--- src/rtl/core/wfba_pkg.sv ---
// wfba_pkg: shared types and constants for the worst-fit block allocator
// used by wfba_alu, wfba_seq and the allocator unit under rtl/core; depends on nothing

package wfba_pkg;

    localparam int SUM_W           = 20;
    localparam logic [SUM_W-1:0] SUM_MAX = {SUM_W{1'b1}};
    localparam int SLOT_W          = 4;
    localparam int AMOUNT_W        = 16;
    localparam int DEF_NUM_BLOCKS  = 16;
    localparam int DEF_SIZE_BITS   = 16;

    localparam logic KIND_LOAD  = 1'b0;
    localparam logic KIND_ALLOC = 1'b1;

    typedef enum logic
    {
        OP_ADD,
        OP_SUB
    } wfba_op_t;

    typedef enum logic [2:0]
    {
        ST_IDLE,
        ST_LD_READ,
        ST_LD_SUB,
        ST_LD_ADD,
        ST_SCAN,
        ST_DRAIN,
        ST_DECIDE,
        ST_EMIT
    } wfba_state_t;

    typedef struct packed
    {
        logic idle;
        logic accept;
        logic ld_read;
        logic ld_sub;
        logic ld_add;
        logic scan_issue;
        logic scan_cmp;
        logic decide;
        logic emit_go;
    } wfba_ctrl_t;

endpackage

--- src/rtl/core/wfba_ram.sv ---
// wfba_ram: generic single-write, single-read ram with registered read data
// depends on nothing

module wfba_ram #(
    parameter int WIDTH = 16,
    parameter int DEPTH = 16
) (
    input  logic                     clk,
    input  logic                     we,
    input  logic [$clog2(DEPTH)-1:0] waddr,
    input  logic [WIDTH-1:0]         wdata,
    input  logic                     re,
    input  logic [$clog2(DEPTH)-1:0] raddr,
    output logic [WIDTH-1:0]         rdata
);

    logic [WIDTH-1:0] mem [DEPTH];

    always_ff @(posedge clk)
    begin
        if (we)
        begin
            mem[waddr] <= wdata;
        end
        if (re)
        begin
            rdata <= mem[raddr];
        end
    end

endmodule

--- src/rtl/core/wfba_alu.sv ---
// wfba_alu: shared saturating add / floored subtract and magnitude compare
// depends on wfba_pkg

module wfba_alu #(
    parameter int SIZE_BITS = wfba_pkg::DEF_SIZE_BITS
) (
    input  wfba_pkg::wfba_op_t           op,
    input  logic [wfba_pkg::SUM_W-1:0]   acc,
    input  logic [SIZE_BITS-1:0]         operand,
    input  logic [SIZE_BITS-1:0]         cmp_a,
    input  logic [SIZE_BITS-1:0]         cmp_b,
    output logic [wfba_pkg::SUM_W-1:0]   result,
    output logic                         greater
);

    localparam int ARITH_W =
        ((SIZE_BITS > wfba_pkg::SUM_W) ? SIZE_BITS : wfba_pkg::SUM_W) + 1;

    logic [ARITH_W-1:0] wide_a;
    logic [ARITH_W-1:0] wide_b;
    logic [ARITH_W-1:0] sum;
    logic [ARITH_W-1:0] diff;

    assign wide_a = ARITH_W'(acc);
    assign wide_b = ARITH_W'(operand);
    assign sum    = wide_a + wide_b;
    assign diff   = wide_a - wide_b;

    always_comb
    begin
        case (op)
            wfba_pkg::OP_ADD:
            begin
                result = (sum > ARITH_W'(wfba_pkg::SUM_MAX)) ? wfba_pkg::SUM_MAX
                                                           : sum[wfba_pkg::SUM_W-1:0];
            end
            wfba_pkg::OP_SUB:
            begin
                // floor at zero
                result = (wide_b >= wide_a) ? '0 : diff[wfba_pkg::SUM_W-1:0];
            end
            default:
            begin
                result = acc;
            end
        endcase
    end

    assign greater = cmp_a > cmp_b;

endmodule

--- src/rtl/core/wfba_seq.sv ---
// wfba_seq: sequencer for loads and worst-fit scans, with the scan counter
// depends on wfba_pkg

module wfba_seq #(
    parameter int NUM_BLOCKS = wfba_pkg::DEF_NUM_BLOCKS
) (
    input  logic                          clk,
    input  logic                          rst_n,
    input  logic                          req_valid,
    input  logic                          kind,
    input  logic                          slot_ok,
    input  logic                          out_free,
    output wfba_pkg::wfba_ctrl_t          ctrl,
    output logic [$clog2(NUM_BLOCKS)-1:0] cnt
);

    localparam int IDX_W = $clog2(NUM_BLOCKS);
    localparam logic [IDX_W-1:0] LAST_IDX = IDX_W'(NUM_BLOCKS - 1);

    wfba_pkg::wfba_state_t state_reg;
    wfba_pkg::wfba_state_t state_next;
    logic [IDX_W-1:0]      cnt_reg;
    logic [IDX_W-1:0]      cnt_next;

    always_ff @(posedge clk or negedge rst_n)
    begin
        if (!rst_n)
        begin
            state_reg <= wfba_pkg::ST_IDLE;
            cnt_reg   <= '0;
        end
        else
        begin
            state_reg <= state_next;
            cnt_reg   <= cnt_next;
        end
    end

    // next state
    always_comb
    begin
        state_next = state_reg;
        cnt_next   = cnt_reg;
        case (state_reg)
            wfba_pkg::ST_IDLE:
            begin
                cnt_next = '0;
                if (req_valid)
                begin
                    if (kind == wfba_pkg::KIND_ALLOC)
                    begin
                        state_next = wfba_pkg::ST_SCAN;
                    end
                    else if (slot_ok)
                    begin
                        state_next = wfba_pkg::ST_LD_READ;
                    end
                    else
                    begin
                        state_next = wfba_pkg::ST_EMIT;
                    end
                end
            end
            wfba_pkg::ST_LD_READ:
            begin
                state_next = wfba_pkg::ST_LD_SUB;
            end
            wfba_pkg::ST_LD_SUB:
            begin
                state_next = wfba_pkg::ST_LD_ADD;
            end
            wfba_pkg::ST_LD_ADD:
            begin
                state_next = wfba_pkg::ST_EMIT;
            end
            wfba_pkg::ST_SCAN:
            begin
                cnt_next = cnt_reg + 1'b1;
                if (cnt_reg == LAST_IDX)
                begin
                    cnt_next   = '0;
                    state_next = wfba_pkg::ST_DRAIN;
                end
            end
            wfba_pkg::ST_DRAIN:
            begin
                state_next = wfba_pkg::ST_DECIDE;
            end
            wfba_pkg::ST_DECIDE:
            begin
                state_next = wfba_pkg::ST_EMIT;
            end
            wfba_pkg::ST_EMIT:
            begin
                if (out_free)
                begin
                    state_next = wfba_pkg::ST_IDLE;
                end
            end
            default:
            begin
                state_next = wfba_pkg::ST_IDLE;
            end
        endcase
    end

    // outputs
    always_comb
    begin
        ctrl = '0;
        case (state_reg)
            wfba_pkg::ST_IDLE:
            begin
                ctrl.idle   = 1'b1;
                ctrl.accept = req_valid;
            end
            wfba_pkg::ST_LD_READ:
            begin
                ctrl.ld_read = 1'b1;
            end
            wfba_pkg::ST_LD_SUB:
            begin
                ctrl.ld_sub = 1'b1;
            end
            wfba_pkg::ST_LD_ADD:
            begin
                ctrl.ld_add = 1'b1;
            end
            wfba_pkg::ST_SCAN:
            begin
                ctrl.scan_issue = 1'b1;
                ctrl.scan_cmp   = 1'b1;
            end
            wfba_pkg::ST_DRAIN:
            begin
                ctrl.scan_cmp = 1'b1;
            end
            wfba_pkg::ST_DECIDE:
            begin
                ctrl.decide = 1'b1;
            end
            wfba_pkg::ST_EMIT:
            begin
                ctrl.emit_go = out_free;
            end
            default:
            begin
                ctrl = '0;
            end
        endcase
    end

    assign cnt = cnt_reg;

endmodule

--- src/rtl/core/worst_fit_block_allocator_unit.sv ---
// Worst-fit block allocator. One beat is taken at a time: a load beat reads the old size,
// subtracts it, adds the new one and presents the result before the next beat can be
// accepted, a load to a slot at or beyond NUM_BLOCKS only presents its result, and an
// allocate beat runs a scan that reads one size entry a cycle from the size ram and runs
// it through the shared compare to find the largest free block (lowest index wins a tie).
// The result sits in an output register, so the next beat is accepted while a result
// still waits to be taken. Totals saturate at 2^20 - 1.
// Depends on wfba_pkg, wfba_ram, wfba_alu and wfba_seq.

module worst_fit_block_allocator_unit #(
    parameter int NUM_BLOCKS = wfba_pkg::DEF_NUM_BLOCKS,
    parameter int SIZE_BITS  = wfba_pkg::DEF_SIZE_BITS
) (
    input  logic                            clk,
    input  logic                            rst_n,
    input  logic                            req_valid,
    output logic                            req_stall,
    input  logic                            kind,
    input  logic [wfba_pkg::SLOT_W-1:0]     slot,
    input  logic [wfba_pkg::AMOUNT_W-1:0]   amount,
    output logic                            rsp_valid,
    input  logic                            rsp_stall,
    output logic                            granted,
    output logic [wfba_pkg::SLOT_W-1:0]     chosen_slot,
    output logic [wfba_pkg::AMOUNT_W-1:0]   chosen_size,
    output logic [wfba_pkg::SUM_W-1:0]      used_total,
    output logic [wfba_pkg::SUM_W-1:0]      memory_total
);

    localparam int IDX_W = $clog2(NUM_BLOCKS);

    wfba_pkg::wfba_ctrl_t ctrl;
    logic [IDX_W-1:0]     cnt;
    logic                 slot_ok;
    logic                 out_free;

    logic [wfba_pkg::SLOT_W-1:0]   slot_reg;
    logic [SIZE_BITS-1:0]          amount_reg;
    logic [IDX_W-1:0]              slot_idx;

    logic [NUM_BLOCKS-1:0]         present_reg;
    logic [NUM_BLOCKS-1:0]         filled_reg;
    logic [wfba_pkg::SUM_W-1:0]    used_sum_reg;
    logic [wfba_pkg::SUM_W-1:0]    total_sum_reg;

    logic                          found_reg;
    logic [IDX_W-1:0]              best_idx_reg;
    logic [SIZE_BITS-1:0]          best_size_reg;
    logic                          p_vld_reg;
    logic                          p_elig_reg;
    logic [IDX_W-1:0]              p_idx_reg;

    logic                          res_granted_reg;
    logic [wfba_pkg::SLOT_W-1:0]   res_slot_reg;
    logic [wfba_pkg::AMOUNT_W-1:0] res_size_reg;

    logic                          rsp_valid_reg;
    logic                          granted_reg;
    logic [wfba_pkg::SLOT_W-1:0]   chosen_slot_reg;
    logic [wfba_pkg::AMOUNT_W-1:0] chosen_size_reg;
    logic [wfba_pkg::SUM_W-1:0]    used_total_reg;
    logic [wfba_pkg::SUM_W-1:0]    memory_total_reg;

    logic                          ram_re;
    logic [IDX_W-1:0]              ram_raddr;
    logic [SIZE_BITS-1:0]          ram_rdata;

    wfba_pkg::wfba_op_t            alu_op;
    logic [wfba_pkg::SUM_W-1:0]    alu_acc;
    logic [SIZE_BITS-1:0]          alu_operand;
    logic [SIZE_BITS-1:0]          cmp_a;
    logic [wfba_pkg::SUM_W-1:0]    alu_result;
    logic                          alu_greater;
    logic                          take_best;
    logic                          grant;

    assign slot_ok   = 32'(slot) < 32'(NUM_BLOCKS);
    assign out_free  = !rsp_valid_reg || !rsp_stall;
    assign req_stall = !ctrl.idle;
    assign slot_idx  = IDX_W'(slot_reg);

    wfba_seq #(
        .NUM_BLOCKS (NUM_BLOCKS)
    ) u_seq (
        .clk       (clk),
        .rst_n     (rst_n),
        .req_valid (req_valid),
        .kind      (kind),
        .slot_ok   (slot_ok),
        .out_free  (out_free),
        .ctrl      (ctrl),
        .cnt       (cnt)
    );

    assign ram_re    = ctrl.ld_read || ctrl.scan_issue;
    assign ram_raddr = ctrl.scan_issue ? cnt : slot_idx;

    wfba_ram #(
        .WIDTH (SIZE_BITS),
        .DEPTH (NUM_BLOCKS)
    ) u_sizes (
        .clk   (clk),
        .we    (ctrl.ld_add),
        .waddr (slot_idx),
        .wdata (amount_reg),
        .re    (ram_re),
        .raddr (ram_raddr),
        .rdata (ram_rdata)
    );

    // operand steering for the shared unit
    always_comb
    begin
        alu_op      = wfba_pkg::OP_ADD;
        alu_acc     = total_sum_reg;
        alu_operand = amount_reg;
        if (ctrl.ld_sub)
        begin
            alu_op      = wfba_pkg::OP_SUB;
            alu_operand = ram_rdata;
        end
        else if (ctrl.decide)
        begin
            alu_acc = used_sum_reg;
        end
    end

    assign cmp_a = ctrl.decide ? amount_reg : ram_rdata;

    wfba_alu #(
        .SIZE_BITS (SIZE_BITS)
    ) u_alu (
        .op      (alu_op),
        .acc     (alu_acc),
        .operand (alu_operand),
        .cmp_a   (cmp_a),
        .cmp_b   (best_size_reg),
        .result  (alu_result),
        .greater (alu_greater)
    );

    // strict greater keeps the lowest index on a tie
    assign take_best = ctrl.scan_cmp && p_vld_reg && p_elig_reg
                       && (!found_reg || alu_greater);
    assign grant     = ctrl.decide && found_reg && !alu_greater;

    always_ff @(posedge clk or negedge rst_n)
    begin
        if (!rst_n)
        begin
            present_reg   <= '0;
            filled_reg    <= '0;
            used_sum_reg  <= '0;
            total_sum_reg <= '0;
            found_reg     <= 1'b0;
            p_vld_reg     <= 1'b0;
            rsp_valid_reg <= 1'b0;
        end
        else
        begin
            if (ctrl.accept)
            begin
                found_reg <= 1'b0;
                p_vld_reg <= 1'b0;
            end
            if (ctrl.ld_sub && present_reg[slot_idx])
            begin
                total_sum_reg <= alu_result;
            end
            if (ctrl.ld_add)
            begin
                total_sum_reg          <= alu_result;
                present_reg[slot_idx]  <= 1'b1;
                filled_reg[slot_idx]   <= 1'b0;
            end
            if (ctrl.scan_cmp)
            begin
                p_vld_reg <= ctrl.scan_issue;
            end
            if (take_best)
            begin
                found_reg <= 1'b1;
            end
            if (grant)
            begin
                filled_reg[best_idx_reg] <= 1'b1;
                used_sum_reg             <= alu_result;
            end
            if (ctrl.emit_go)
            begin
                rsp_valid_reg <= 1'b1;
            end
            else if (!rsp_stall)
            begin
                rsp_valid_reg <= 1'b0;
            end
        end
    end

    always_ff @(posedge clk)
    begin
        if (ctrl.accept)
        begin
            slot_reg        <= slot;
            amount_reg      <= SIZE_BITS'(amount);
            res_granted_reg <= 1'b0;
            res_slot_reg    <= (kind == wfba_pkg::KIND_LOAD) ? slot : '0;
            res_size_reg    <= '0;
        end
        if (ctrl.scan_issue)
        begin
            p_idx_reg  <= cnt;
            p_elig_reg <= present_reg[cnt] && !filled_reg[cnt];
        end
        if (take_best)
        begin
            best_idx_reg  <= p_idx_reg;
            best_size_reg <= ram_rdata;
        end
        if (ctrl.ld_add)
        begin
            res_granted_reg <= 1'b1;
            res_size_reg    <= wfba_pkg::AMOUNT_W'(amount_reg);
        end
        if (grant)
        begin
            res_granted_reg <= 1'b1;
            res_slot_reg    <= wfba_pkg::SLOT_W'(best_idx_reg);
            res_size_reg    <= wfba_pkg::AMOUNT_W'(best_size_reg);
        end
        if (ctrl.emit_go)
        begin
            granted_reg      <= res_granted_reg;
            chosen_slot_reg  <= res_slot_reg;
            chosen_size_reg  <= res_size_reg;
            used_total_reg   <= used_sum_reg;
            memory_total_reg <= total_sum_reg;
        end
    end

    assign rsp_valid    = rsp_valid_reg;
    assign granted      = granted_reg;
    assign chosen_slot  = chosen_slot_reg;
    assign chosen_size  = chosen_size_reg;
    assign used_total   = used_total_reg;
    assign memory_total = memory_total_reg;

    a_rsp_from_emit: assert property (@(posedge clk) disable iff (!rst_n)
        $rose(rsp_valid_reg) |-> $past(ctrl.emit_go))
        else $error("result beat appeared without an emit step");

    a_busy_after_accept: assert property (@(posedge clk) disable iff (!rst_n)
        ctrl.accept |=> req_stall)
        else $error("new beat taken while an item is still at work");

    a_best_present: assert property (@(posedge clk) disable iff (!rst_n)
        found_reg |-> present_reg[best_idx_reg])
        else $error("best block is not a present block");

    a_scan_complete: assert property (@(posedge clk) disable iff (!rst_n)
        ctrl.decide |-> (p_idx_reg == IDX_W'(NUM_BLOCKS - 1)))
        else $error("decision taken before the scan reached the last block");

    a_used_monotonic: assert property (@(posedge clk) disable iff (!rst_n)
        used_sum_reg >= $past(used_sum_reg))
        else $error("used total went down");

endmodule

--- config.mk ---
export PLATFORM = sky130hd
export DESIGN_NAME = worst_fit_block_allocator_unit
export DESIGN_NICKNAME = d
export VERILOG_FILES = /design/src/rtl/core/wfba_pkg.sv /design/src/rtl/core/wfba_ram.sv /design/src/rtl/core/wfba_alu.sv /design/src/rtl/core/wfba_seq.sv /design/src/rtl/core/worst_fit_block_allocator_unit.sv
export SDC_FILE = /design/constraint.sdc
export NUM_CORES = 1
export LEC_CHECK = 0
export BUFFER_PORTS_ARGS = -buffer_cell sky130_fd_sc_hd__buf_2
export CAP_MARGIN = 0
export CELL_PAD_IN_SITES_DETAIL_PLACEMENT = 0
export CELL_PAD_IN_SITES_GLOBAL_PLACEMENT = 2
export CORE_MARGIN = 4
export CORE_UTILIZATION = 25
export CTS_BUF_LIST = sky130_fd_sc_hd__clkbuf_16
export CTS_CLUSTER_SIZE = 40
export DETAILED_ROUTE_END_ITERATION = 10
export HOLD_SLACK_MARGIN = 0.05
export PLACE_DENSITY = 0.56
export SLEW_MARGIN = 20
export SYNTH_ARGS = -nofsm -noshare
export SYNTH_HDL_FRONTEND = slang
export SYNTH_HIERARCHICAL = 1
export SYNTH_SLANG_ARGS = --single-unit
--- constraint.sdc ---
create_clock -name clk -period 10.7 [get_ports clk]
set_input_delay 3.21 -clock clk [delete_from_list [all_inputs] [get_ports clk]]
set_output_delay 3.21 -clock clk [all_outputs]
set_load 0.05 [all_outputs]
==> run summary, run 1 <==
Setup CP Type: register to register
Ports: 88
min-delay worst type: register to register
Final Cycle Share: 54.2%
non-filler instance count after layout: 2706
initial antenna violation count: 0
setup slack, reg-to-reg: 4.90 ns
die area: 90000 µm²
crit-path max FO: 20
Post-Synthesis Mean Instance Area: 15.0 µm²
Req. time, crit path: 11.21 ns
Post-synth top cells: 398 x edfxtp_1, 175 x nand2_1, 82 x dfrtp_1
outcome: finished, final reports clean
top_reg_cell synth: edfxtp_1
cts repair resizes: 0
worst slew pin tran: 1.03 ns
Synth async-reset ratio: 17.0%
Synth Cell Area: 21300 µm²
DP Wirelength: 36300 µm
root buffer cell: clkbuf_16
Synth Area in Adders: 3.06%
Pwr Density: 288 nW/µm²
Synth top area share: 56.1%
mux cell area share after synthesis: 11.8%
Diodes inserted: 0
RSZ-0062 raised after global routing: no
hold_buf cts: 0
Tot GR Track Use: 12.2%
drt total wl: 55400 µm
Slew headroom: 31.3%
Synth area leader: edfxtp_1
Worst VDD drop: 0.121 mV
Worst-Skew Late Latency: 0.64 ns
DRT iter0 DRCs: 763
Synth Warn #: 6
minimum clock period: 5.80 ns
total grt overflow: 0
Synth Area in XOR/XNOR: 0.164%
core box area: 84100 µm²
Worst Clk Skew: 0.0698 ns
CTS Buf Count: 54
top sig layer: met4
Cell Count Post-Placement: 2612
nets: 1610
main combinational cell family by area after synthesis: multiplexers
via count: 12205
Final Max Tran Viols: 0
simple-gate share of the synthesized area: 8.67%
1st-pass router iterations: 5
Setup Slack @ Placement: 4.89 ns
final count of hold timing violations: 0
Syn Inst Count: 1422
Top reg by flops: u_sizes/mem
count of state elements after synthesis: 481
Area contributors post-synth: edfxtp_1 56%, dfrtp_1 9.6%, mux4_2 5.7%
Cell Rows: 106
Max Clock Freq: 173 MHz
Hold Slack: 0.376 ns
critical path arrival: 6.31 ns
MaxCap Viol Count: 0
compound-gate portion of the synthesized area: 7.55%
Synth cell types: 87
max FFs per register: 256
register area share after synthesis: 65.8%
vias in the first global route: 12823
Max clock buf depth: 3
Final WS setup: 4.90 ns
drc violations: 0
starting density of the core: 25.4%
vias per std cell: 4.51
CTS sink cnt: 481
final setup violation count: 0
clk slew on worst S/H paths: 0.06 ns
GPL Wtd Cong: 0.790
met2 WL: 27200 µm
post-route ant nets: 0
Die Ht: 300 µm
pin count of the biggest net entering global routing: 65
Area Overhead vs Synth: 16.7%
Setup Total Neg Slack: 0 ns
kind of start point of the critical path: register
post-CTS setup buffers: 0
TritonCTS clock tree: yes
share of cells above drive strength 1: 23.6%
first-pass GRT wire length: 83500 µm
H-tree depth: 2
Pleak: 9.08 nW
M1 wire length: 25000 µm
met3 routed WL: 1990 µm
crit path capture type: register
Port Buffer Count: 87
filler cell count in the final layout: 8460
WL/cell: 20.5 µm
most common cell in the netlist: edfxtp_1
Die X: 300 µm
Post-synth EDFFs: 398
==> per-stage QoR <==
step,instance area [µm²],total power [mW],util [%]
floorplan,21300,4.67,-
global placement,23200,5.43,27.5
detailed placement,23200,5.43,27.5
CTS,24900,7.26,29.6
global route,24900,7.60,29.6
finish,24900,7.16,29.6
==> path summary, 6_finish.rpt <==
path / start / endpoint / cells past startpoint
hold / removal: p_idx_reg[3] / best_idx_reg[3] / 0
setup reg to reg: u_seq/state_reg[2] / total_sum_reg[15] / 18
min in group asynchronous: rst_n / present_reg[0] / 1
setup / recovery: u_seq/state_reg[2] / total_sum_reg[15] / 18
max in group asynchronous: rst_n / total_sum_reg[12] / 2
hold reg to reg: p_idx_reg[3] / best_idx_reg[3] / 0
==> routing by layer <==
layer | vias to the layer above | GRT usage, %
li1 | 5664 | -
met1 | 6247 | 16.1
met2 | 230 | 20.9
met3 | 64 | 1.85
met4 | 0 | 3.26
met5 | - | 0
==> where the power goes <==
part           internal [mW]  switching (mW)
Sequential              2.43           0.199
Combinational          0.993            1.74
Clock                   1.03           0.765
==> layout make-up <==
| cell class | count | area, µm² | area share [%] |
|---|---|---|---|
| clock buffer | 55 | 1380 | 5.53 |
| timing repair buffer | 127 | 738 | 2.97 |
| multi-input combinational | 808 | 6740 | 27.1 |
| clock inverter | 39 | 354 | 1.42 |
| tap | 1134 | 1420 | 5.70 |
| inverter | 62 | 233 | 0.935 |
| sequential | 481 | 14000 | 56.3 |
==> layout by cell type (no fill, tap or decap), types with 10 or more instances in the layout <==
cell type / instances
a21o_1: 12
a21oi_1: 33
a22o_1: 10
a22oi_1: 33
buf_2: 86
buf_4: 41
clkbuf_16: 55
dfrtp_1: 82
edfxtp_1: 398
ha_1: 49
inv_1: 73
mux2_2: 55
mux2_4: 22
mux4_1: 12
mux4_2: 54
nand2_1: 174
nand2b_1: 30
nand3_1: 29
nor2_1: 47
nor2b_1: 16
nor3_1: 17
o21ai_0: 27
o21bai_1: 11
==> logic make-up (layout without fill, tap and decap cells) <==
group                    Yosys count  in the layout
other                              1              2
buffers and inverters            134            283
AO/OA/AOI/OAI                    220            220
XOR/XNOR                           4              4
AND/OR/NAND/NOR                  384            384
flip-flops                       481            481
multiplexers                     147            147
adder cells (fa/ha/maj)           51             51
==> worst max-delay path, stage by stage (launching register included) <==
cell and delay (ns):
dfrtp_1 0.57, inv_1 0.26, nor2_2 0.15, buf_4 0.29, nor2b_2 0.20, buf_4 0.34, mux2_2 0.39, inv_1 0.06
ha_1 0.15, inv_1 0.05, fa_1 0.44, a211oi_2 0.29, o21ai_1 0.16, and4b_4 0.23, a2111oi_4 0.85, nor2_2 0.33
a2111oi_1 0.43, o21ai_1 0.14, mux2_4 0.30
(Power assumes the default switching activity.)
==> run 2, diff against run 1 <==
==> constraint.sdc (replaced) <==
create_clock -name clk -period 5.5 [get_ports clk]
set_input_delay 1.65 -clock clk [delete_from_list [all_inputs] [get_ports clk]]
set_output_delay 1.65 -clock clk [all_outputs]
set_load 0.05 [all_outputs]
==> run summary, run 2 (synthesized netlist as in run 1, its figures left out) <==
outcome: finished, final reports clean (unchanged)
crit-path cells: nand2b_1, nor2_2, buf_4, mux2_2, ha_1, nor2b_1, o21a_1, o21a_1, o21a_1, o21a_1, o211ai_1, a21oi_1, o31a_1, nor2b_1, nand2_2, nor3_1, a22o_1 (was inv_1, nor2_2, buf_4, nor2b_2, buf_4, mux2_2, inv_1, ha_1, inv_1, fa_1, a211oi_2, o21ai_1, and4b_4, a2111oi_4, nor2_2, a2111oi_1, o21ai_1, mux2_4)
Top delay family on crit path: simple AND/OR/NAND/NOR gates (was compound AO/OA/AOI/OAI gates)
critical path depth: 17 (was 18)
cts repair resizes: 0 (unchanged)
final count of hold timing violations: 0 (unchanged)
root buffer cell: clkbuf_16 (unchanged)
Slew headroom: 30.3% (was 31.3%)
core box area: 84100 µm² (unchanged)
Top reg by flops: u_sizes/mem (unchanged)
max FFs per register: 256 (unchanged)
H-tree depth: 2 (unchanged)
Setup Total Neg Slack: 0 ns (unchanged)
RR Endpoint: filled_reg[4] (was total_sum_reg[15])
crit-path max cell delay: 0.77 ns (was 0.85 ns)
kind of start point of the critical path: register (unchanged)
crit path capture type: register (unchanged)
total grt overflow: 0 (unchanged)
Max clock buf depth: 3 (unchanged)
share of cells above drive strength 1: 23.9% (was 23.6%)
via count: 12295 (was 12205)
1st-pass router iterations: 5 (unchanged)
minimum clock period: 4.93 ns (was 5.80 ns)
overall power: 14.0 mW (was 7.16 mW)
clk slew on worst S/H paths: 0.06 ns (about the same)
CP bufs+invs: 1 (was 5)
hold_buf cts: 0 (unchanged)
crit-path max FO: 21 (was 20)
most frequent cells in the layout: 398 x edfxtp_1, 174 x nand2_1, 86 x buf_2, 82 x dfrtp_1, 70 x inv_1 (was 398 x edfxtp_1, 174 x nand2_1, 86 x buf_2, 82 x dfrtp_1, 73 x inv_1)
worst slew pin tran: 1.05 ns (was 1.03 ns)
first-pass GRT wire length: 83700 µm (was 83500 µm)
filler cell count in the final layout: 8528 (was 8460)
vias per std cell: 4.52 (was 4.51)
Worst Clk Skew: 0.0293 ns (was 0.0698 ns)
Ports: 88 (unchanged)
GPL Wtd Cong: 0.780 (was 0.790)
die area: 90000 µm² (unchanged)
Req. time, crit path: 6.03 ns (was 11.21 ns)
Area Overhead vs Synth: 17.2% (was 16.7%)
pin count of the biggest net entering global routing: 65 (unchanged)
Worst-Skew Late Latency: 0.63 ns (was 0.64 ns)
Crit path top cell by count: o21a_1 (was inv_1)
Diodes inserted: 0 (unchanged)
post-route ant nets: 0 (unchanged)
Cell Rows: 106 (unchanged)
slowest cell on the critical path: nor3_1 (was a2111oi_4)
nets: 1616 (was 1610)
Max Clock Freq: 203 MHz (was 173 MHz)
Final Cycle Share: 89.7% (was 54.2%)
Die X: 300 µm (unchanged)
Worst R2R Path Depth: 17 (was 18)
post-CTS setup buffers: 0 (unchanged)
RR Startpoint: u_seq/state_reg[0] (was u_seq/state_reg[2])
WL/cell: 20.3 µm (was 20.5 µm)
initial antenna violation count: 1 (was 0)
Hold Crit Depth: 0 (unchanged)
Pwr Density: 559 nW/µm² (was 288 nW/µm²)
starting density of the core: 25.4% (unchanged)
DRT iter0 DRCs: 786 (was 763)
drc violations: 0 (unchanged)
Port Buffer Count: 87 (unchanged)
commonest non-fill, non-tap cell in the layout: edfxtp_1 (unchanged)
drt total wl: 55100 µm (was 55400 µm)
final setup violation count: 0 (unchanged)
Final Max Tran Viols: 0 (unchanged)
min-delay worst type: register to register (unchanged)
vias in the first global route: 13029 (was 12823)
Pleak: 9.11 nW (was 9.08 nW)
DP Wirelength: 37500 µm (was 36300 µm)
CTS Buf Count: 53 (was 54)
Tot GR Track Use: 12.2% (about the same)
TritonCTS clock tree: yes (unchanged)
hold path endpoint: best_idx_reg[2] (was best_idx_reg[3])
MaxCap Viol Count: 0 (unchanged)
critical path arrival: 5.47 ns (was 6.31 ns)
RSZ-0062 raised after global routing: no (unchanged)
setup slack, reg-to-reg: 0.57 ns (was 4.90 ns)
Die Ht: 300 µm (unchanged)
CTS sink cnt: 481 (unchanged)
Worst VDD drop: 0.288 mV (was 0.121 mV)
min-delay src: p_idx_reg[2] (was p_idx_reg[3])
Setup CP Type: register to register (unchanged)
[run 2: changes by cell type in the layout (fill, tap and decap cells not counted), sizes merged]
cell / before / now
buf: 127 / 134
bufinv: 4 / 5
clkbuf: 55 / 53
clkinv: 17 / 26
clkinvlp: 2 / 5
inv: 78 / 73
[run 2: worst max-delay path by stage]
stage,from,end,slack [ns]
floorplan,rsp_stall,chosen_size[0],0.62
global placement,u_seq/state_reg[0],filled_reg[12],0.58
detailed placement,u_seq/state_reg[0],filled_reg[8],0.51
CTS,u_seq/state_reg[0],filled_reg[4],0.50
global route,u_seq/state_reg[0],filled_reg[12],0.20
finish,u_seq/state_reg[0],filled_reg[4],0.57
[run 2: cell type report]
class,instances,area (µm²),area share [%]
clock buffer,53,1330,5.31
sequential,481,14000,56.1
timing repair buffer,134,816,3.27
multi-input combinational,808,6740,27.0
inverter,62,233,0.932
clock inverter,47,427,1.71
tap,1134,1420,5.68
[run 2: where the power goes]
part           internal (mW)  total (mW)  switching (mW)
registers               4.73        5.10           0.377
logic                   1.97        5.37            3.40
clock network           2.01        3.51            1.50
[run 2: layer usage]
metal	track usage, %	up-vias	wire (µm)
met3	2.02	82	2180
li1	-	5693	-
met4	3.74	0	1450
met2	20.7	240	26500
met5	0	-	0
met1	16.2	6280	24900
[run 2: per-stage QoR]
step | area [µm²] | hold WS [ns] | cells | utilization, % | setup slack, ns
finish | 25000 | 0.417 | 2719 | 29.7 | 0.567
floorplan | 21300 | 0.400 | 1423 | - | 0.617
CTS | 25000 | 0.420 | 2719 | 29.7 | 0.502
global route | 25000 | 0.425 | 2719 | 29.7 | 0.196
global placement | 23200 | 0.402 | 2619 | 27.6 | 0.584
detailed placement | 23200 | 0.406 | 2619 | 27.6 | 0.515
